[config.mk]
export PLATFORM = sky130hd
export DESIGN_NAME = mi3_div
export DESIGN_NICKNAME = d
export VERILOG_FILES = /design/src/rtl/mi3_pkg.sv /design/src/rtl/mi3_div.sv
export SDC_FILE = /design/constraint.sdc
export NUM_CORES = 1
export LEC_CHECK = 0
export BUFFER_PORTS_ARGS = -buffer_cell sky130_fd_sc_hd__buf_4
export CORE_ASPECT_RATIO = 0.75
export CORE_MARGIN = 2
export CORE_UTILIZATION = 40
export CTS_CLUSTER_DIAMETER = 50
export DETAILED_ROUTE_END_ITERATION = 10
export SETUP_SLACK_MARGIN = 0.1
export SYNTH_ARGS = -nofsm -noshare
export SYNTH_HDL_FRONTEND = slang
export SYNTH_SLANG_ARGS = --single-unit
[constraint.sdc]
create_clock -name clk -period 4.55 [get_ports clk]
set_clock_uncertainty 0.05 [all_clocks]
set_input_delay 0.2275 -clock clk [delete_from_list [all_inputs] [get_ports clk]]
set_output_delay 0.2275 -clock clk [all_outputs]
set_load 0.005 [all_outputs]
[src/rtl/mi3_pkg.sv]
// Shared types, defaults and the cofactor index table for the 3x3 matrix inverse.
package mi3_pkg;

	localparam int ELEMENT_WIDTH_DEF = 32;
	localparam int FRAC_BITS_DEF     = 16;
	localparam int ELEM_PORT_WIDTH   = 32;

	// Sequencer states
	typedef enum logic [3:0] {
		S_IDLE,
		S_CA,
		S_CB,
		S_CC,
		S_CD,
		S_DA,
		S_DB,
		S_DC,
		S_DD,
		S_PREP,
		S_QLOAD,
		S_QWAIT,
		S_EMIT
	} state_t;

	// Divider status towards the sequencer
	typedef struct packed {
		logic busy;
		logic done;
	} div_status_t;

	// Store indices {a, b, c, d} of cofactor k = a*b - c*d, row-major adjugate order
	function automatic logic [15:0] cof_idx(input logic [3:0] k);
		logic [15:0] r;
		case (k)
			4'd0: r = {4'd4, 4'd8, 4'd5, 4'd7};
			4'd1: r = {4'd7, 4'd2, 4'd1, 4'd8};
			4'd2: r = {4'd1, 4'd5, 4'd2, 4'd4};
			4'd3: r = {4'd6, 4'd5, 4'd3, 4'd8};
			4'd4: r = {4'd0, 4'd8, 4'd6, 4'd2};
			4'd5: r = {4'd2, 4'd3, 4'd0, 4'd5};
			4'd6: r = {4'd3, 4'd7, 4'd6, 4'd4};
			4'd7: r = {4'd1, 4'd6, 4'd0, 4'd7};
			4'd8: r = {4'd0, 4'd4, 4'd1, 4'd3};
			default: r = '0;
		endcase
		return r;
	endfunction

endpackage

[src/rtl/mi3_div.sv]
// Bit-serial restoring divider for unsigned magnitudes, one quotient bit per cycle.
module mi3_div #(
	parameter int NW = 96,
	parameter int DW = 99
) (
	input  logic                 clk,
	input  logic                 arst_n,
	input  logic                 load,
	input  logic [NW-1:0]        numer,
	input  logic [DW-1:0]        denom,
	output mi3_pkg::div_status_t status,
	output logic [NW-1:0]        quot
);

	localparam int CW = $clog2(NW + 1);

	logic [NW-1:0] num_q;
	logic [DW-1:0] rem_q;
	logic [DW-1:0] den_q;
	logic [CW-1:0] cnt_q;
	logic          done_q;

	logic [DW:0]   rem_sh;
	logic [DW:0]   trial;

	// Shift in the next numerator bit and try the subtraction
	assign rem_sh = {rem_q, num_q[NW-1]};
	assign trial  = rem_sh - {1'b0, den_q};

	// Step counter and completion pulse
	always_ff @(posedge clk or negedge arst_n) begin
		if (!arst_n) begin
			cnt_q  <= '0;
			done_q <= 1'b0;
		end else begin
			done_q <= 1'b0;
			if (load) begin
				cnt_q <= CW'(NW);
			end else if (cnt_q != '0) begin
				cnt_q <= cnt_q - 1'b1;
				if (cnt_q == CW'(1))
					done_q <= 1'b1;
			end
		end
	end

	// Datapath: quotient bits enter at the bottom of the numerator register
	always_ff @(posedge clk) begin
		if (load) begin
			num_q <= numer;
			rem_q <= '0;
			den_q <= denom;
		end else if (cnt_q != '0) begin
			if (!trial[DW]) begin
				rem_q <= trial[DW-1:0];
				num_q <= {num_q[NW-2:0], 1'b1};
			end else begin
				rem_q <= rem_sh[DW-1:0];
				num_q <= {num_q[NW-2:0], 1'b0};
			end
		end
	end

	assign status.busy = (cnt_q != '0);
	assign status.done = done_q;
	assign quot        = num_q;

endmodule

-- After elaboration in Yosys (flattened, before gate mapping)
Cells that the tools add are included.
- add/subtract/negate cells: 2
- equal/unequal tests: 1
- muxes and demuxes: 9
- reductions and logical operators: 2
- operators with widths (cell ; number):
    96-bit 2-to-1 mux ; 2
    100-bit by 99-bit subtractor with 100-bit output ; 1
    99-bit 2-to-1 mux ; 1
    7-bit 2-to-1 mux ; 2
    7-bit by 1-bit == test with 1-bit output (second input constant) ; 1
    7-bit nonzero test ; 1
    7-bit by 1-bit subtractor with 7-bit output (second input constant) ; 1
    1-bit 2-to-1 mux ; 4
    2-bit nonzero test ; 1
- bits in registers: 302
- input bits: 198
- output and inout port bits: 98
- word-level logic and storage cells: 19

-- Depth between registers and ports, before layout
Gate-level depths: netlist of the first run.
- word-level depth: 4
- depth in mapped cells: 16
- gate-level depth less buffers: 15

-- Worst setup path after synthesis of the first run
OpenSTA, ideal clock, no wires.
- kind: register to register
- start point: register cnt_q[0]
- end point: register num_q[0] (netlist: quot[0]) (enable)
- setup time: 0.908 ns
- arrival: 3.359 ns
- required time: 3.592 ns
- slack: 0.233 ns
- cell stages (with the launch flop): 8
- path buffers: 2
- period minus slack after synthesis: 4.317 ns
- path through: dfrtp_1 -> inv_1 -> ha_1 -> nor3b_1 -> and2_1 -> clkbuf_1 -> clkbuf_1 -> nand2b_1
- longest elaborated chain between the ends: 2
- ends and longest elaborated chain (element ; line ; text):
    from (decl) ; mi3_div.sv:20 ; logic [CW-1:0] cnt_q;
    from (signal assigned) ; mi3_div.sv:38 ; cnt_q <= CW'(NW);
    from (signal assigned) ; mi3_div.sv:40 ; cnt_q <= cnt_q - 1'b1;
    7-bit nonzero test ; mi3_div.sv:53 ; end else if (cnt_q != '0) begin
    2-bit nonzero test (no source line) ; n/a ;
    to (signal assigned) ; mi3_div.sv:50 ; num_q <= numer;
    to (signal assigned) ; mi3_div.sv:56 ; num_q <= {num_q[NW-2:0], 1'b1};
    to (signal assigned) ; mi3_div.sv:59 ; num_q <= {num_q[NW-2:0], 1'b0};
    to (decl) ; mi3_div.sv:17 ; logic [NW-1:0] num_q;
No other way between the ends.
A chain may end at the register's enable or synchronous reset.

-- Final worst setup path of the first run
- start point: register den_q[46]
- end point: register rem_q[26]
- longest elaborated chain between the ends: 2
- ends and longest elaborated chain (element ; line ; text):
    from (decl) ; mi3_div.sv:19 ; logic [DW-1:0] den_q;
    from (signal assigned) ; mi3_div.sv:52 ; den_q <= denom;
    100-bit by 99-bit subtractor with 100-bit output ; mi3_div.sv:28 ; assign trial = rem_sh - {1'b0, den_q};
    99-bit 2-to-1 mux ; mi3_div.sv:54 ; if (!trial[DW]) begin
    to (signal assigned) ; mi3_div.sv:55 ; rem_q <= trial[DW-1:0];
    to (signal assigned) ; mi3_div.sv:58 ; rem_q <= rem_sh[DW-1:0];
    to (decl) ; mi3_div.sv:18 ; logic [DW-1:0] rem_q;
No other way between the ends.

==> flow_summary_export.csv, run 1 <==
group,metric,value,unit
run_status,outcome,"finished clean",
clock_tree,cts_tree,"done",
flow_run,max_cap_viol_count,0,
pwr,p_total,7.47,mW
layout,regArea,8040,µm²
setup_path,worstPathArrival,4390,ps
logic_synthesis,syn_area,18700,µm²
layout,final.fill_count,4195,
floorplan,core_area,46100,µm²
placed_design,place_area,21400,µm²
layout,layout_commonest_cell,"buf_4",
layout,multi_input_area,9680,µm²
clock_tree,htreeDepth,2,
drt,vias,16400,
floorplan,die_y,191,µm
floorplan,die_w,254,µm
layout,fin_nets,2687,
drt,routed.top_layer,"met4",
pwr,p_leak,10.4,nW
drt,drt-initial-drc-count,1405,
pwr,powerDensity,302,nW/µm²
clock_tree,cts_sinks,302,
logic_synthesis,ys.flop_type,"edfxtp_1",
sta,worst_pin_slew,960,ps
grt,grt_overflow_total,0,
grt,grt_use_total,0.220,
floorplan,dieArea,48600,µm²
floorplan,ioPinCount,296,
setup_path,start_kind,"register",
clock_tree,cts_buffers,39,
drt,met1_length,26000,µm
layout,stdcell_count,3049,
sta,period_minus_slack,3980,ps
grt,antenna_found_initial,2,
pwr,vdd_drop_max,0.000251,V
drt,finalWirelength,54500,µm
sta,maxSlewHeadroom,0.360,
sta,rsz0062_at_grt,"false",
sta,worst_slack,570,ps
floorplan,initial_core_util,0.406,
sta,hold_violations,0,
sta,setup_tns,0,ps
logic_synthesis,syn_inst,1946,
drt,ant_nets,0,
drt,wire_per_inst,17.9,µm
setup_path,path_class,"reg2reg",
drt,wl_met2,24500,µm
layout,final_cell_area,24700,µm²
sta,setup_violations,0,
sta,max_freq,0.251,GHz
drt,vias_per_cell,5.38,
drt,dr.pass1.iters,5,
grt,grt_first_pass_wirelength,85900,µm
logic_synthesis,synth_nets,2246,
clock_tree,clkLatencyLatePin,560,ps
layout,syn_to_final_growth,31.7,%
placed_design,pre_cts_ws,680,ps
logic_synthesis,ys_types,96,
layout,drive_gt1_frac,0.225,
floorplan,rows,68,
logic_synthesis,synth_area_per_cell,9.63,µm²
logic_synthesis,ys_seq_elements,302,
logic_synthesis,ys_seq_area_frac,0.429,
grt,grt_pass1_vias,16000,
placed_design,io_buffers,295,
sta,drv_slew,0,
logic_synthesis,ys_async_sr_fraction,0.0265,
logic_synthesis,synth_edf_count,195,
layout,most-common-layout-cells,"buf_4, nand2_1, dlygate4sd3_1, edfxtp_1, nor2_1",
setup_path,required,4960,ps
placed_design,dp_hpwl,39000,µm
clock_tree,cts_root_buf,"clkbuf_16",
logic_synthesis,ys_warn_count,0,
drt,wl_met3,2830,µm
drt,drc,0,
grt,grt_max_degree,108,
placed_design,dp_cells,2779,
clock_tree,clk_path_buf_depth,3,
setup_path,path_max_fanout,36,
setup_path,cp-end-kind,"register",
hold_path,hold_path_class,"in2reg",
clock_tree,clk_pin_slew_worst_paths,60,ps
sta,finalCritPeriodShare,0.875,
placed_design,routabilityCongestion,0.915,
## layer usage
metal | vias to the layer above | track usage
li1 | 7977 | -
met1 | 7885 | 0.315
met2 | 466 | 0.347
met3 | 83 | 0.0335
met4 | 0 | 0.0579
met5 | - | 0
## cell families (layout without fill, tap and decap cells)
kind of cell,Yosys count,count (layout),synth area share
simple gates,557,557,0.133
compound gates,543,543,0.210
flops,302,302,0.429
buf+inv,252,723,0.0557
fa+ha+maj,102,102,0.0685
mux,101,101,0.0606
xor+xnor,89,89,0.0430
other cells,0,2,0
## through the flow
step / utilization / hold slack, ps
floorplan: - / -118
global placement: 0.464 / -1.62
detailed placement: 0.464 / 2.00
CTS: 0.535 / 45.9
global route: 0.535 / 79.5
finish: 0.535 / 72.1
## worst max-delay path: stages (launching register included)
cell and delay [ps]:
edfxtp_1 320, inv_1 50, ha_1 380, a2111oi_0 480, o21ai_1 160, a21oi_1 210, nand2_1 120, a211oi_2 490
o211ai_2 170, nand2_4 170, xnor2_4 130, buf_4 440, buf_4 340, nand2_1 110, a311oi_2 270
## flip-flops by register name, indices dropped and copies added (netlist names)
register / cells
quot: 96
rem_q: 99
cnt_q: 7
done_q: 1
den_q: 99
## worst paths after layout
| kind | slack, ps | startpoint | cells past startpoint | endpoint |
|---|---|---|---|---|
| min in group asynchronous | 610 | arst_n | 3 | cnt_q[1]$_DFFE_PN0P_ |
| setup / recovery | 570 | den_q[46]$_DFFE_PP_ | 14 | rem_q[26]$_SDFFE_PP0P_ |
| max in group asynchronous | 3570 | arst_n | 3 | cnt_q[4]$_DFFE_PN0P_ |
| hold / removal | 70 | load | 1 | den_q[93]$_DFFE_PP_ |
| hold reg to reg | 420 | rem_q[58]$_SDFFE_PP0P_ | 2 | rem_q[58]$_SDFFE_PP0P_ |
| setup reg to reg | 570 | den_q[46]$_DFFE_PP_ | 14 | rem_q[26]$_SDFFE_PP0P_ |
## what timing repair did
item	4_1_cts	5_1_grt
hold buffers	197	0
endpoints found under the setup margin	0	0
buffers inserted	0	0
gates resized for setup	0	0
hold endpoints to repair	203	0
## power by group
group / internal [mW] / switching (mW) / total [mW] / leakage (nW)
registers: 3.13 / 0.0965 / 3.22 / 2.89
logic: 0.592 / 0.540 / 1.13 / 6.92
clock network: 1.86 / 1.25 / 3.11 / 0.620
total: 5.58 / 1.89 / 7.47 / 10.4
## synthesized netlist by cell type, drive strengths merged, types with 36 or more instances
| master | instances | area (µm²) |
|---|---|---|
| a211oi | 45 | 358 |
| a21o | 45 | 338 |
| a21oi | 173 | 881 |
| a311oi | 53 | 621 |
| buf | 44 | 263 |
| clkbuf | 65 | 244 |
| dfxtp | 99 | 1980 |
| edfxtp | 195 | 5860 |
| ha | 101 | 1260 |
| inv | 143 | 537 |
| mux2 | 96 | 1080 |
| nand2 | 230 | 871 |
| nand4 | 36 | 225 |
| nor2 | 170 | 638 |
| o21ai | 85 | 437 |
| xnor2 | 58 | 527 |
## cell type report
cell class / instances / area share
tap: 630 / 0.0319
clock inverter: 17 / 0.00831
timing repair buffer: 509 / 0.176
inverter: 143 / 0.0218
sequential: 302 / 0.326
clock buffer: 54 / 0.0439
multi-input combinational: 1392 / 0.392
antenna: 2 / 0.000203
(Power assumes the default switching activity.)
==> inputs of run 2 (changes only) <==
==> constraint.sdc (replaced) <==
create_clock -name clk -period 4.55 [get_ports clk]
set_clock_uncertainty 0.05 [all_clocks]
set_input_delay 1.365 -clock clk [delete_from_list [all_inputs] [get_ports clk]]
set_output_delay 1.365 -clock clk [all_outputs]
set_load 0.005 [all_outputs]
==> flow_summary_export.csv, run 2 (synthesis results as in run 1) <==
group,metric,value,unit
run_status,outcome,"finished clean",
sta,hold_ws,422,ps
hold_path,holdPathStages,2,
sta,setup_violations,0,
clock_tree,cts_tree,"done",
placed_design,io_buffers,295,
pwr,p_clk_frac,0.418,
drt,vias_per_cell,5.42,
setup_path,required,4890,ps
clock_tree,clkLatencyLatePin,540,ps
setup_path,path_class,"reg2reg",
setup_path,reg2reg_depth,15,
placed_design,routabilityCongestion,0.924,
drt,finalWirelength,51900,µm
floorplan,rows,68,
placed_design,dp_hpwl,39000,µm
grt,grt_use_total,0.211,
pwr,internal_power,5.40,mW
pwr,sw_frac_of_total,0.252,
floorplan,initial_core_util,0.406,
layout,most-common-layout-cells,"buf_4, nand2_1, edfxtp_1, nor2_1, a21oi_1",
drt,vias,15500,
clock_tree,clk_pin_slew_worst_paths,60,ps
clock_tree,post-cts-setup-buffer-count,0,
layout,final.fill_count,4330,
clock_tree,cts_sinks,302,
drt,drt-initial-drc-count,1083,
setup_path,path_max_fanout,5,
setup_path,crit_chain,"inv_1 > ha_1 > inv_1 > fa_1 > a211oi_1 > o21ai_1 > nand2_1 > o211ai_2 > o211ai_1 > a41oi_2 > a31oi_2 > o21ai_0 > a31oi_1 > xor2_1 > o22ai_1",
setup_path,cp-end-kind,"register",
sta,max_freq,0.258,GHz
sta,period_minus_slack,3880,ps
setup_path,r2r_slack,670,ps
drt,wire_per_inst,18.2,µm
hold_path,hold_path_class,"reg2reg",
flow_run,max_cap_viol_count,0,
sta,setup_tns,0,ps
floorplan,ioPinCount,296,
clock_tree,cts_resized,0,
clock_tree,cts_buffers,36,
clock_tree,clk_path_buf_depth,3,
setup_path,crit_slowest_cell,"a31oi_2",
grt,grt_max_degree,92,
floorplan,die_w,254,µm
setup_path,r2r-start,"quot[95]$_DFFE_PP_",
setup_path,critPathTopFamily,"compound AO/OA/AOI/OAI gates",
layout,layout_commonest_cell,"buf_4",
sta,finalCritPeriodShare,0.852,
grt,antenna_found_initial,1,
sta,rsz0062_at_grt,"false",
clock_tree,htreeDepth,2,
drt,ant_nets,0,
pwr,switchingPower,1.82,mW
grt,grt_first_pass_wirelength,82400,µm
grt,grt_pass1_vias,15000,
clock_tree,postCtsHoldBufs,0,
sta,drv_slew,0,
floorplan,dieArea,48600,µm²
sta,hold_violations,0,
pwr,p_seq_frac,0.446,
pwr,powerDensity,319,nW/µm²
setup_path,r2r_end,"rem_q[90]$_SDFFE_PP0P_",
grt,grt_overflow_total,0,
sta,worst_pin_slew,1060,ps
setup_path,start_kind,"register",
floorplan,core_area,46100,µm²
layout,fin_nets,2489,
drt,dr.pass1.iters,5,
layout,syn_to_final_growth,20.9,%
sta,maxSlewHeadroom,0.294,
placed_design,dp_cells,2781,
pwr,combPwrFrac,0.136,
pwr,vdd_drop_max,0.000390,V
hold_path,min_from,"rem_q[51]$_SDFFE_PP0P_",
pwr,p_total,7.22,mW
setup_path,worstPathArrival,4210,ps
layout,drive_gt1_frac,0.246,
hold_path,min_to,"rem_q[51]$_SDFFE_PP0P_",
setup_path,crit_top_cell,"inv_1",
setup_path,cp_num_buf_inv,2,
clock_tree,cts_root_buf,"clkbuf_16",
floorplan,die_y,191,µm
pwr,p_leak,9.60,nW
setup_path,max_stage_delay,450,ps
drt,drc,0,
layout,stdcell_count,2848,
run 2: how the worst max path moves through the flow:
stage	start	endpoint	slack, ps	cells after the start
final	quot[95]$_DFFE_PP_	rem_q[90]$_SDFFE_PP0P_	670	15
after global routing	quot[95]$_DFFE_PP_	rem_q[90]$_SDFFE_PP0P_	350	15
after CTS	quot[95]$_DFFE_PP_	rem_q[96]$_SDFFE_PP0P_	680	15
after detailed placement	quot[95]$_DFFE_PP_	rem_q[90]$_SDFFE_PP0P_	740	15
after global placement	quot[95]$_DFFE_PP_	rem_q[96]$_SDFFE_PP0P_	830	15
after floorplan	load	quot[0]$_DFFE_PP_	600	4
run 2: final cells by class:
type                            count  area [µm²]  area share
Antenna cell                        1        2.50    0.000110
Clock buffer                       45         987      0.0436
Tap cell                          630         788      0.0348
Multi-Input combinational cell   1392        9680       0.427
Timing Repair Buffer              314        2380       0.105
Inverter                          143         539      0.0238
Clock inverter                     21         243      0.0107
Sequential cell                   302        8040       0.355
run 2: power by group through the flow:
stage / combinational, mW / clock (mW) / sequential [mW]
2_1_floorplan: 0.544 / 0 / 3.26
3_3_place_gp: 0.970 / 0 / 3.27
3_5_place_dp: 0.977 / 0 / 3.28
4_1_cts: 0.982 / 3.09 / 3.22
5_1_grt: 1.08 / 3.19 / 3.24
6_report: 0.983 / 3.02 / 3.22
run 2: stage by stage:
step           area [µm²]  setup WS [ps]  utilization
6_report            22700            673        0.491
3_5_place_dp        21400            744        0.464
2_1_floorplan       18700            596            -
3_3_place_gp        21400            826        0.464
4_1_cts             22600            684        0.491
5_1_grt             22700            347        0.491
run 2: tightest hold or removal path, delay by kind of cell, from the launching register on:
kind               cells  cell delay [ps]
DFF                    1              320
and+or+nand+nor        1               60
AOI/OAI and AO/OA      1               50
run 2: routing by layer:
layer,wire (µm),track usage,vias to the layer above
li1,-,-,7573
met5,0,0,-
met3,2720,0.0297,62
met2,22500,0.325,384
met4,908,0.0457,0
met1,25800,0.313,7431
